[src/hdl/rsa_pkg.sv]
// ----------------------------------------------------------------------------
// rsa_pkg: shared types and constants for the rational sum accumulator
// Widths, status codes, sequencer and divider states, the divider handshake
// structs and small helpers for sign extension, magnitude and range checks.
// ----------------------------------------------------------------------------
package rsa_pkg;

  // Width of the stored sum; inputs are taken from their low bits
  localparam int unsigned VALUE_WIDTH = 32;
  // Port field width and width of the cross products
  localparam int unsigned FIELD_W     = 32;
  localparam int unsigned WORD_W      = 2 * FIELD_W;
  // One quotient bit per divider cycle
  localparam int unsigned DIV_STEPS   = WORD_W;
  localparam int unsigned DIV_CNT_W   = $clog2(DIV_STEPS);
  localparam int unsigned EXT_SHIFT   = FIELD_W - VALUE_WIDTH;

  typedef enum logic [1:0] {
    STATUS_OK       = 2'd0,
    STATUS_OVERFLOW = 2'd1,
    STATUS_GCD_ZERO = 2'd2
  } status_e;

  typedef enum logic [3:0] {
    S_IDLE,
    S_MUL0,
    S_MUL1,
    S_MUL2,
    S_MUL3,
    S_GCD,
    S_REM,
    S_DIVN,
    S_DIVD,
    S_OUT
  } seq_state_e;

  typedef enum logic [1:0] {
    DIV_IDLE,
    DIV_RUN,
    DIV_FIX
  } div_state_e;

  typedef struct packed {
    logic              start;
    logic [WORD_W-1:0] dividend;
    logic [WORD_W-1:0] divisor;
  } div_req_t;

  typedef struct packed {
    logic              done;
    logic [WORD_W-1:0] quot;
    logic [WORD_W-1:0] rem;
  } div_rsp_t;

  // Sign-extend the low VALUE_WIDTH bits of a port field
  function automatic logic signed [FIELD_W-1:0] sext_value(input logic [FIELD_W-1:0] x);
    logic signed [FIELD_W-1:0] t;
    t = $signed(x << EXT_SHIFT);
    return t >>> EXT_SHIFT;
  endfunction

  // Unsigned magnitude of a two's complement word (minimum value maps to 2^63)
  function automatic logic [WORD_W-1:0] magnitude(input logic [WORD_W-1:0] v);
    return v[WORD_W-1] ? (WORD_W'(0) - v) : v;
  endfunction

  // True when the word lies in the signed VALUE_WIDTH range
  function automatic logic fits_value(input logic [WORD_W-1:0] v);
    return (&v[WORD_W-1:VALUE_WIDTH-1]) | ~(|v[WORD_W-1:VALUE_WIDTH-1]);
  endfunction

endpackage

[src/hdl/rsa_div.sv]
// ----------------------------------------------------------------------------
// rsa_div: iterative signed divider with truncating quotient and remainder
// Restoring division on magnitudes, one quotient bit per cycle, then a sign
// fix state (DIV_FIX) that applies the signs. Remainder follows the dividend's sign.
// ----------------------------------------------------------------------------
module rsa_div (
  input  logic              clk_i,
  input  logic              rst_ni,
  input  rsa_pkg::div_req_t req_i,
  output rsa_pkg::div_rsp_t rsp_o
);
  import rsa_pkg::*;

  div_state_e           state_q, state_d;
  logic [DIV_CNT_W-1:0] cnt_q, cnt_d;
  logic                 done_q, done_d;
  logic [WORD_W-1:0]    rem_q, rem_d;
  logic [WORD_W-1:0]    quo_q, quo_d;
  logic [WORD_W-1:0]    mag_b_q, mag_b_d;
  logic                 qneg_q, qneg_d;
  logic                 rneg_q, rneg_d;

  logic [WORD_W:0]      shifted;
  logic [WORD_W+1:0]    diff;

  // Trial subtract of the divisor from the shifted partial remainder
  assign shifted = {rem_q, quo_q[WORD_W-1]};
  assign diff    = {1'b0, shifted} - {2'b00, mag_b_q};

  // Sequence the load, bit steps and sign fix
  always_comb begin
    state_d = state_q;
    cnt_d   = cnt_q;
    done_d  = 1'b0;
    rem_d   = rem_q;
    quo_d   = quo_q;
    mag_b_d = mag_b_q;
    qneg_d  = qneg_q;
    rneg_d  = rneg_q;
    unique case (state_q)
      DIV_IDLE: begin
        if (req_i.start) begin
          quo_d   = magnitude(req_i.dividend);
          mag_b_d = magnitude(req_i.divisor);
          rem_d   = '0;
          qneg_d  = req_i.dividend[WORD_W-1] ^ req_i.divisor[WORD_W-1];
          rneg_d  = req_i.dividend[WORD_W-1];
          cnt_d   = '0;
          state_d = DIV_RUN;
        end
      end
      DIV_RUN: begin
        if (!diff[WORD_W+1]) begin
          rem_d = diff[WORD_W-1:0];
          quo_d = {quo_q[WORD_W-2:0], 1'b1};
        end else begin
          rem_d = shifted[WORD_W-1:0];
          quo_d = {quo_q[WORD_W-2:0], 1'b0};
        end
        if (cnt_q == DIV_CNT_W'(DIV_STEPS - 1)) begin
          state_d = DIV_FIX;
        end else begin
          cnt_d = cnt_q + DIV_CNT_W'(1);
        end
      end
      DIV_FIX: begin
        quo_d   = qneg_q ? (WORD_W'(0) - quo_q) : quo_q;
        rem_d   = rneg_q ? (WORD_W'(0) - rem_q) : rem_q;
        done_d  = 1'b1;
        state_d = DIV_IDLE;
      end
      default: state_d = DIV_IDLE;
    endcase
  end

  // Control registers
  always_ff @(posedge clk_i or negedge rst_ni) begin
    if (!rst_ni) begin
      state_q <= DIV_IDLE;
      cnt_q   <= '0;
      done_q  <= 1'b0;
    end else begin
      state_q <= state_d;
      cnt_q   <= cnt_d;
      done_q  <= done_d;
    end
  end

  // Datapath registers
  always_ff @(posedge clk_i) begin
    rem_q   <= rem_d;
    quo_q   <= quo_d;
    mag_b_q <= mag_b_d;
    qneg_q  <= qneg_d;
    rneg_q  <= rneg_d;
  end

  assign rsp_o.done = done_q;
  assign rsp_o.quot = quo_q;
  assign rsp_o.rem  = rem_q;

endmodule

[src/hdl/rational_sum_accumulator.sv]
// ----------------------------------------------------------------------------
// rational_sum_accumulator: running fraction sum with gcd reduction
// Adds each input fraction to the stored sum by cross-multiplication into
// 64-bit words, reduces the pair by Euclid's algorithm and keeps the result
// when it fits the stored width.
//
//   channel | direction | handshake               | payload
//   --------+-----------+-------------------------+------------------------------
//   in      | sink      | in_valid_i / in_stall_o | first_item, numerator, denom.
//   out     | source    | out_valid_o/out_stall_i | sum num., sum denom., status
//
// One item at a time: multiply and add in states S_MUL0 to S_MUL3 on one
// shared 32x32 multiplier, then a divider run for each Euclid remainder
// step, a final zero test and a divider run for each of the two final
// quotients, all on one bit-serial 64-bit divider.
// The input is stalled from acceptance until the result transfer completes.
// Reset sets the sum to 0/1; the result holds while out_stall_i is high.
// ----------------------------------------------------------------------------
module rational_sum_accumulator (
  input  logic                        clk_i,
  input  logic                        rst_ni,
  input  logic                        in_valid_i,
  output logic                        in_stall_o,
  input  logic                        first_item_i,
  input  logic signed [rsa_pkg::FIELD_W-1:0] in_numerator_i,
  input  logic signed [rsa_pkg::FIELD_W-1:0] in_denominator_i,
  output logic                        out_valid_o,
  input  logic                        out_stall_i,
  output logic signed [rsa_pkg::FIELD_W-1:0] sum_numerator_o,
  output logic signed [rsa_pkg::FIELD_W-1:0] sum_denominator_o,
  output logic [1:0]                  status_o
);
  import rsa_pkg::*;

  seq_state_e                     state_q, state_d;
  status_e                        status_q, status_d;
  logic signed [VALUE_WIDTH-1:0]  acc_num_q, acc_num_d;
  logic signed [VALUE_WIDTH-1:0]  acc_den_q, acc_den_d;
  logic signed [FIELD_W-1:0]      n2_q, n2_d;
  logic signed [FIELD_W-1:0]      d2_q, d2_d;
  logic [WORD_W-1:0]              prod_q, prod_d;
  logic [WORD_W-1:0]              num_q, num_d;
  logic [WORD_W-1:0]              den_q, den_d;
  logic [WORD_W-1:0]              a_q, a_d;
  logic [WORD_W-1:0]              b_q, b_d;
  logic [WORD_W-1:0]              rn_q, rn_d;

  logic signed [FIELD_W-1:0]      mul_a;
  logic signed [FIELD_W-1:0]      mul_b;
  logic signed [WORD_W-1:0]       mul_p;

  div_req_t                       div_req;
  div_rsp_t                       div_rsp;

  // Shared divider for remainders and final quotients
  rsa_div u_div (
    .clk_i  (clk_i),
    .rst_ni (rst_ni),
    .req_i  (div_req),
    .rsp_o  (div_rsp)
  );

  // Select operands for the shared multiplier
  always_comb begin
    unique case (state_q)
      S_MUL0: begin
        mul_a = FIELD_W'(acc_num_q);
        mul_b = d2_q;
      end
      S_MUL1: begin
        mul_a = n2_q;
        mul_b = FIELD_W'(acc_den_q);
      end
      default: begin
        mul_a = FIELD_W'(acc_den_q);
        mul_b = d2_q;
      end
    endcase
  end

  assign mul_p = mul_a * mul_b;

  // Sequence multiply, Euclid loop, reduction and result transfer
  always_comb begin
    state_d          = state_q;
    status_d         = status_q;
    acc_num_d        = acc_num_q;
    acc_den_d        = acc_den_q;
    n2_d             = n2_q;
    d2_d             = d2_q;
    prod_d           = prod_q;
    num_d            = num_q;
    den_d            = den_q;
    a_d              = a_q;
    b_d              = b_q;
    rn_d             = rn_q;
    div_req.start    = 1'b0;
    div_req.dividend = a_q;
    div_req.divisor  = b_q;
    unique case (state_q)
      S_IDLE: begin
        if (in_valid_i) begin
          n2_d = sext_value(in_numerator_i);
          d2_d = sext_value(in_denominator_i);
          if (first_item_i) begin
            acc_num_d = '0;
            acc_den_d = VALUE_WIDTH'(1);
          end
          state_d = S_MUL0;
        end
      end
      S_MUL0: begin
        prod_d  = mul_p;
        state_d = S_MUL1;
      end
      S_MUL1: begin
        num_d   = prod_q;
        prod_d  = mul_p;
        state_d = S_MUL2;
      end
      S_MUL2: begin
        num_d   = num_q + prod_q;
        prod_d  = mul_p;
        state_d = S_MUL3;
      end
      S_MUL3: begin
        den_d   = prod_q;
        a_d     = num_q;
        b_d     = prod_q;
        state_d = S_GCD;
      end
      S_GCD: begin
        // a_q holds the gcd once b_q reaches zero
        priority if (b_q != '0) begin
          div_req.start = 1'b1;
          state_d       = S_REM;
        end else if (a_q == '0) begin
          status_d = STATUS_GCD_ZERO;
          state_d  = S_OUT;
        end else begin
          div_req.start    = 1'b1;
          div_req.dividend = num_q;
          div_req.divisor  = a_q;
          state_d          = S_DIVN;
        end
      end
      S_REM: begin
        if (div_rsp.done) begin
          a_d     = b_q;
          b_d     = div_rsp.rem;
          state_d = S_GCD;
        end
      end
      S_DIVN: begin
        if (div_rsp.done) begin
          rn_d             = div_rsp.quot;
          div_req.start    = 1'b1;
          div_req.dividend = den_q;
          div_req.divisor  = a_q;
          state_d          = S_DIVD;
        end
      end
      S_DIVD: begin
        if (div_rsp.done) begin
          if (fits_value(rn_q) && fits_value(div_rsp.quot)) begin
            acc_num_d = rn_q[VALUE_WIDTH-1:0];
            acc_den_d = div_rsp.quot[VALUE_WIDTH-1:0];
            status_d  = STATUS_OK;
          end else begin
            status_d  = STATUS_OVERFLOW;
          end
          state_d = S_OUT;
        end
      end
      S_OUT: begin
        if (!out_stall_i) begin
          state_d = S_IDLE;
        end
      end
      default: state_d = S_IDLE;
    endcase
  end

  // Control state and the stored sum
  always_ff @(posedge clk_i or negedge rst_ni) begin
    if (!rst_ni) begin
      state_q   <= S_IDLE;
      status_q  <= STATUS_OK;
      acc_num_q <= '0;
      acc_den_q <= VALUE_WIDTH'(1);
    end else begin
      state_q   <= state_d;
      status_q  <= status_d;
      acc_num_q <= acc_num_d;
      acc_den_q <= acc_den_d;
    end
  end

  // Working registers
  always_ff @(posedge clk_i) begin
    n2_q   <= n2_d;
    d2_q   <= d2_d;
    prod_q <= prod_d;
    num_q  <= num_d;
    den_q  <= den_d;
    a_q    <= a_d;
    b_q    <= b_d;
    rn_q   <= rn_d;
  end

  // Drive the ports
  assign in_stall_o        = (state_q != S_IDLE);
  assign out_valid_o       = (state_q == S_OUT);
  assign sum_numerator_o   = FIELD_W'(acc_num_q);
  assign sum_denominator_o = FIELD_W'(acc_den_q);
  assign status_o          = status_q;

  // Checks
  a_busy_while_result: assert property (@(posedge clk_i) disable iff (!rst_ni)
    out_valid_o |-> in_stall_o)
    else $error("input taken while a result waits");

  a_accept_starts_mul: assert property (@(posedge clk_i) disable iff (!rst_ni)
    (in_valid_i && !in_stall_o) |=> (state_q == S_MUL0))
    else $error("accepted item did not start the multiply");

  a_div_done_expected: assert property (@(posedge clk_i) disable iff (!rst_ni)
    div_rsp.done |-> (state_q == S_REM || state_q == S_DIVN || state_q == S_DIVD))
    else $error("divider finished with no division pending");

  a_sum_holds: assert property (@(posedge clk_i) disable iff (!rst_ni)
    (out_valid_o && $past(out_valid_o)) |->
      ($stable(sum_numerator_o) && $stable(sum_denominator_o)))
    else $error("sum changed while the result waited");

endmodule

[config.mk]
export PLATFORM = sky130hd
export DESIGN_NAME = rational_sum_accumulator
export DESIGN_NICKNAME = d
export VERILOG_FILES = /design/src/hdl/rsa_pkg.sv /design/src/hdl/rsa_div.sv /design/src/hdl/rational_sum_accumulator.sv
export SDC_FILE = /design/constraint.sdc
export NUM_CORES = 2
export LEC_CHECK = 0
export BUFFER_PORTS_ARGS = -buffer_cell sky130_fd_sc_hd__buf_2
export CAP_MARGIN = 20
export CORE_MARGIN = 4
export CORE_UTILIZATION = 25
export CTS_BUF_LIST = sky130_fd_sc_hd__clkbuf_16
export CTS_CLUSTER_DIAMETER = 120
export DETAILED_ROUTE_END_ITERATION = 10
export PLACE_DENSITY = 0.4
export SLEW_MARGIN = 20
export SYNTH_ARGS = -nofsm -noshare
export SYNTH_HDL_FRONTEND = slang
export SYNTH_SLANG_ARGS = --single-unit
export TNS_END_PERCENT = 1
[constraint.sdc]
create_clock -name clk_i -period 14.5 [get_ports clk_i]
set_clock_uncertainty 0.15 [all_clocks]
set_input_delay 2.9 -clock clk_i [delete_from_list [all_inputs] [get_ports clk_i]]
set_output_delay 2.9 -clock clk_i [all_outputs]
set_load 0.01 [all_outputs]
# [Word-level counts from Yosys, hierarchy flattened]
# Cells that the tools add are included.
# Widths: inputs -> output; s select.
[totals] ff_bits=721 latchBits=0 ramBits=0 romBits=0 inputBits=69 out_inout_bits=68 word_cells=140 mem_count=0
[op_classes] addsub=7 mul=1 div_mod_pow=0 order_cmp=0 n_eq_ne=26 n_shift=0 muxes=52 n_bitwise=5 n_reduce_logical=28
[ops] cell="$mux 64" n=8
[ops] cell="$pmux 64 s2" n=3
[ops] cell="$pmux 64 s3" n=2
[ops] cell="$mux 32" n=9
[ops] cell="$mux 129" n=2
[ops] cell="$pmux 129 s2" n=1
[ops] cell="$sub 1x64->64 const A" n=4
[ops] cell="$pmux 32 s2" n=3
[ops] cell="$mux 128" n=1
[ops] cell="$reduce_and 33->1" n=2
[ops] cell="$reduce_or 33->1" n=2
[ops] cell="$sub 65x64->66" n=1
[ops] cell="$add 64x64->64" n=1
[ops] cell="$logic_not 64->1" n=1
[ops] cell="$mul 32x32->64" n=1
[ops] cell="$reduce_bool 64->1" n=1
[ops] cell="$mux 63" n=1
[ops] cell="$pmux 4 s10" n=1
[ops] cell="$mux 4" n=7
[ops] cell="$eq 4x3->1 const B" n=4
[ops] cell="$ne 2x2->1 const B" n=8
[ops] cell="$mux 6" n=2
[ops] cell="$ne 2x1->1 const B" n=6
[ops] cell="$pmux 6 s2" n=1
[ops] cell="24 further kinds" n=47

# [Logic depth before layout (Yosys ltp)]
[depth] ltp_word=8 mapped_depth=37 mapped_depth_nobuf=33

# [By module]
# A second synthesis with hierarchy kept.
[hier_totals] cells_unflattened=8044 hier_area_um2=77998.6
[modules_own_cells] mod="rational_sum_accumulator" instances=1 cells_per_inst=6001 area_each_um2=60538.1 seq_area_each_um2=15205.8
[modules_own_cells] mod="rsa_div" instances=1 cells_per_inst=2043 area_each_um2=17460.5 seq_area_each_um2=6050.8

# [Least setup slack after synthesis]
# Ideal clock, no wire load.
[synth_path] path_type="register to register" startpoint="register state_q[3]" endpoint="register prod_q[62], data pin" setup_time_ps=269 t_arrival_ps=14182 required_ps=14081 setup_slack_ps=-101 stages_incl_launch_ff=31 path_buffers=5 synth_period_minus_slack_ps=14601 cell_sequence="dfrtp_1 -> clkbuf_1 -> nor3_1 -> nor2b_1 -> clkbuf_1 -> buf_1 -> clkbuf_1 -> mux2_2 -> clkbuf_1 -> nand2_1 -> fa_1 -> fa_1 -> fa_1 -> fa_1 -> inv_1 -> fa_1 -> fa_1 -> fa_1 -> fa_1 -> ha_1 -> a21o_1 -> a21oi_1 -> o21bai_1 -> a211o_1 -> a211oi_1 -> nor2b_1 -> a311o_1 -> a41o_1 -> o41ai_1 -> o31ai_1 -> xor2_1"
[synth_via] elab_chain_cells=3 word_cells_on_any_way=5 cone_classes="1 x mul; 2 x eq/ne; 2 x mux"
[synth_lines] element="from (decl)" line="rational_sum_accumulator.sv:35" text="seq_state_e state_q, state_d;"
[synth_lines] element="from (signal assigned)" line="rational_sum_accumulator.sv:192" text="state_q <= state_d;"
[synth_lines] element="$eq 4x2->1 / $eq 4x1->1 (equally long branches)" line="rational_sum_accumulator.sv:65" text="unique case (state_q)"
[synth_lines] element="$pmux 32 s2 / $mux 32 (equally long branches)" line="rational_sum_accumulator.sv:65"
[synth_lines] element="$mul 32x32->64 *" line="rational_sum_accumulator.sv:81" text="assign mul_p = mul_a * mul_b;"
[synth_lines] element="net mul_p[62]" line="rational_sum_accumulator.sv:50" text="logic signed [WORD_W-1:0] mul_p;"
[synth_lines] element="to (signal assigned)" line="rational_sum_accumulator.sv:203" text="prod_q <= prod_d;"
[synth_lines] element="to (decl)" line="rational_sum_accumulator.sv:41" text="logic [WORD_W-1:0] prod_q, prod_d;"
# The timed path passes the listed nets; every way through them passes the cells marked *.
# A chain may end at the register's enable or synchronous reset.

# [Worst setup path after layout]
[layout_path] startpoint="register state_q[1]" endpoint="register prod_q[61], data pin"
# Same word-level chain as after synthesis.

==> run_results.csv <==
group,metric,value,unit
yosys,synthCells,8352,
route,drcViolationCount,0,
setup_path,cp.required,14.93,ns
clocking,clk_latency,0.74,ns
yosys,synth_nets,9824,
yosys,ys_seq_area_frac,0.2664,
setup_path,cp.arrival,12.72,ns
grt,grt_pass1_wl,460800,um
yosys,syn_avg_cell_area,9.553,um^2
floorplan,die-area,328300,um^2
floorplan,core,317800,um^2
yosys,synthArstFlopShare,0.1096,
setup_path,r2r-start,"state_q[1]$_DFFE_PN0P_",
timing,min_period,12.30,ns
cells_and_area,nFillCells,33415,
clocking,path_clk_slew,0.07,ns
placement,place_congestion,0.8990,
yosys,synth_commonest_cells,"inv_1 (1,126), fa_1 (1,084), nand2_1 (995), nor2_1 (787), edfxtp_1 (642)",
clocking,clock_path_buffers,3,
clocking,ctsHoldBuffers,0,
placement,port_buffers,136,
timing,rsz0062_at_grt,"false",
cells_and_area,syn_to_final_growth,11.08,%
setup_path,crit_top_cell,"fa_1",
route,drtAntennaViolNets,0,
run_status,outcome,"finished, final reports clean",
placement,dp.cells,12382,
grt,grt_pass1_vias,62836,
cells_and_area,drive_gt1_frac,0.08452,
yosys,synth_edf_count,642,
grt,grt_max_degree,151,
clocking,cts_resized,0,
clocking,cts_tree,"yes",
setup_path,crit_type,"flop to flop",
setup_path,path_max_fanout,30,
setup_path,worstSetupStartpointType,"flop",
setup_path,worstRegToRegCells,31,
cells_and_area,final_cells,12552,
floorplan,start_util,0.2511,
timing,fmax,81.33,MHz
timing,drv_slew,0,
setup_path,max_stage_delay,0.75,ns
yosys,synth_flop_cell,"edfxtp_1",
setup_path,endpoint_kind,"flop",
timing,period_share,0.8480,
job,drv_cap,0,
yosys,ys_ff_latch,721,
clocking,cts-root-buf,"clkbuf_16",
min_path,hold_depth,2,
yosys,yosys.area.top_type,"fa_1",
clocking,htree_levels,3,
yosys,synth_warnings,0,
yosys,synthTopCellsByArea,"fa_1 (27%), edfxtp_1 (24%), inv_1 (5.3%)",
route,drt-total-wl,317700,um
route,first_pass_iters,6,
grt,grt.overflow.total,0,
timing,setup_tns,0,ns
floorplan,die_w,572.9,um
placement,dpl.hpwl,247000,um
setup_path,cp_slowest_cell,"nand3_1",
setup_path,reg2reg_to,"prod_q[61]$_DFFE_PP_",
cells_and_area,layout.nets,9766,
cells_and_area,design_area,88630,um^2
timing,setup_viol,0,
clocking,cts.sinks,721,
cells_and_area,final_util,0.2789,
route,vias,62348,
grt,antenna_found_initial,22,
timing,relSlewSlack,0.1946,
yosys,ys_types,97,
grt,gr-usage-all-layers,0.1892,
clocking,cts_buffers,89,
clocking,post_cts_buffers,0,
min_path,hold_path.class,"flop to flop",
min_path,whs_endpoint,"sum_numerator_o[20]$_DFFE_PN0P_",
floorplan,fp.dieH,572.9,um
route,via_per_inst,4.967,
route,wire_per_inst,25.31,um
floorplan,num_rows,207,
route,first_iter_violations,5574,
setup_path,reg2reg_slack,2.20,ns
yosys,synth.most_common_cell,"inv_1",
yosys,yosys.area.top_type_share,0.2720,
min_path,min-delay-start,"rn_q[20]$_DFFE_PP_",
placement,placed_area,85490,um^2
yosys,netlist_area,79790,um^2
floorplan,boundaryPins,137,
timing,final_hold_viol_count,0,
timing,worstMarginPinSlew,1.208,ns
==> metal layers <==
| metal | wire length, um | track usage |
|---|---|---|
| met4 | 9097 | 0.04882 |
| met1 | 149500 | 0.2782 |
| met5 | 52 | 0 |
| met3 | 20400 | 0.03014 |
| met2 | 138600 | 0.2878 |
==> final cells by class <==
| class | count | area, um^2 | share of cell area |
|---|---|---|---|
| antenna | 7 | 17.52 | 0.0001976 |
| clock buffer | 90 | 2252 | 0.02541 |
| clock inverter | 72 | 844.6 | 0.009529 |
| inverter | 1128 | 4237 | 0.04780 |
| multi-input combinational | 6065 | 52890 | 0.5967 |
| sequential | 721 | 21260 | 0.2398 |
| tap | 4180 | 5230 | 0.05901 |
| timing repair buffer | 289 | 1903 | 0.02147 |
==> sequential cells by signal, summed over array words and instances, names as in the netlist, 6 cells and up <==
name,count
u_div.cnt_q,6
b_q,64
sum_denominator_o,32
sum_numerator_o,32
num_q,64
n2_q,32
a_q,64
rn_q,64
u_div.mag_b_q,64
u_div.rem_q,64
u_div.quo_q,64
prod_q,64
d2_q,32
den_q,64
==> worst max-delay path: cells and delay by family, from the launching register on <==
kind	cells	cell delay, ns
adder cells (fa/ha/maj)	9	4.46
flip-flops	1	0.57
AO/OA/AOI/OAI	9	3.13
AND/OR/NAND/NOR	7	2.61
buffers and inverters	6	1.22
==> placed cells by master (no fill, tap or decap), drive strengths merged, types with 38 or more instances in the layout <==
master	synthesis	final
a21oi	360	360
ha	319	319
clkbuf	361	90
mux2	157	157
buf	77	289
a22o	70	70
and2	38	38
mux2i	88	88
edfxtp	642	642
nand4	65	65
xor2	174	174
nor3	141	141
fa	1084	1084
dfrtp	78	78
a31oi	42	42
and3	126	126
xnor2	191	191
nand2b	42	42
o22ai	45	45
or3	45	45
inv	1127	1148
nand2	995	995
a21o	133	133
nor4	62	62
o21ai	405	405
nand3	193	193
nor2	788	788
==> stage by stage <==
stage | hold WS, ns | worst slack [ns]
floorplan | 0.2744 | 1.951
global route | 0.3444 | 1.690
detailed placement | 0.3102 | 2.171
finish | 0.3212 | 2.204
global placement | 0.2985 | 2.353
CTS | 0.3162 | 2.136
==> logic make-up after synthesis <==
| logic type | synth area share |
|---|---|
| and+or+nand+nor | 0.1509 |
| buffers and inverters | 0.07532 |
| adders and majority gates | 0.3220 |
| AOI/OAI and AO/OA | 0.1121 |
| DFF | 0.2664 |
| xor gates and xnor gates | 0.04007 |
| muxes | 0.03320 |
==> worst max-delay path by stage <==
| stage | start | endpoint | depth (start not counted) |
|---|---|---|---|
| after detailed placement | state_q[1]$_DFFE_PN0P_ | prod_q[61]$_DFFE_PP_ | 31 |
| final | state_q[1]$_DFFE_PN0P_ | prod_q[61]$_DFFE_PP_ | 31 |
| after global routing | state_q[1]$_DFFE_PN0P_ | prod_q[61]$_DFFE_PP_ | 31 |
| after floorplan | state_q[3]$_DFFE_PN0P_ | prod_q[62]$_DFFE_PP_ | 30 |
| after global placement | state_q[1]$_DFFE_PN0P_ | prod_q[61]$_DFFE_PP_ | 31 |
| after CTS | state_q[1]$_DFFE_PN0P_ | prod_q[61]$_DFFE_PP_ | 31 |
Power is left out: the tool's default activity adds up to more than one toggle a clock period on the data nets, which glitch-free logic cannot reach.
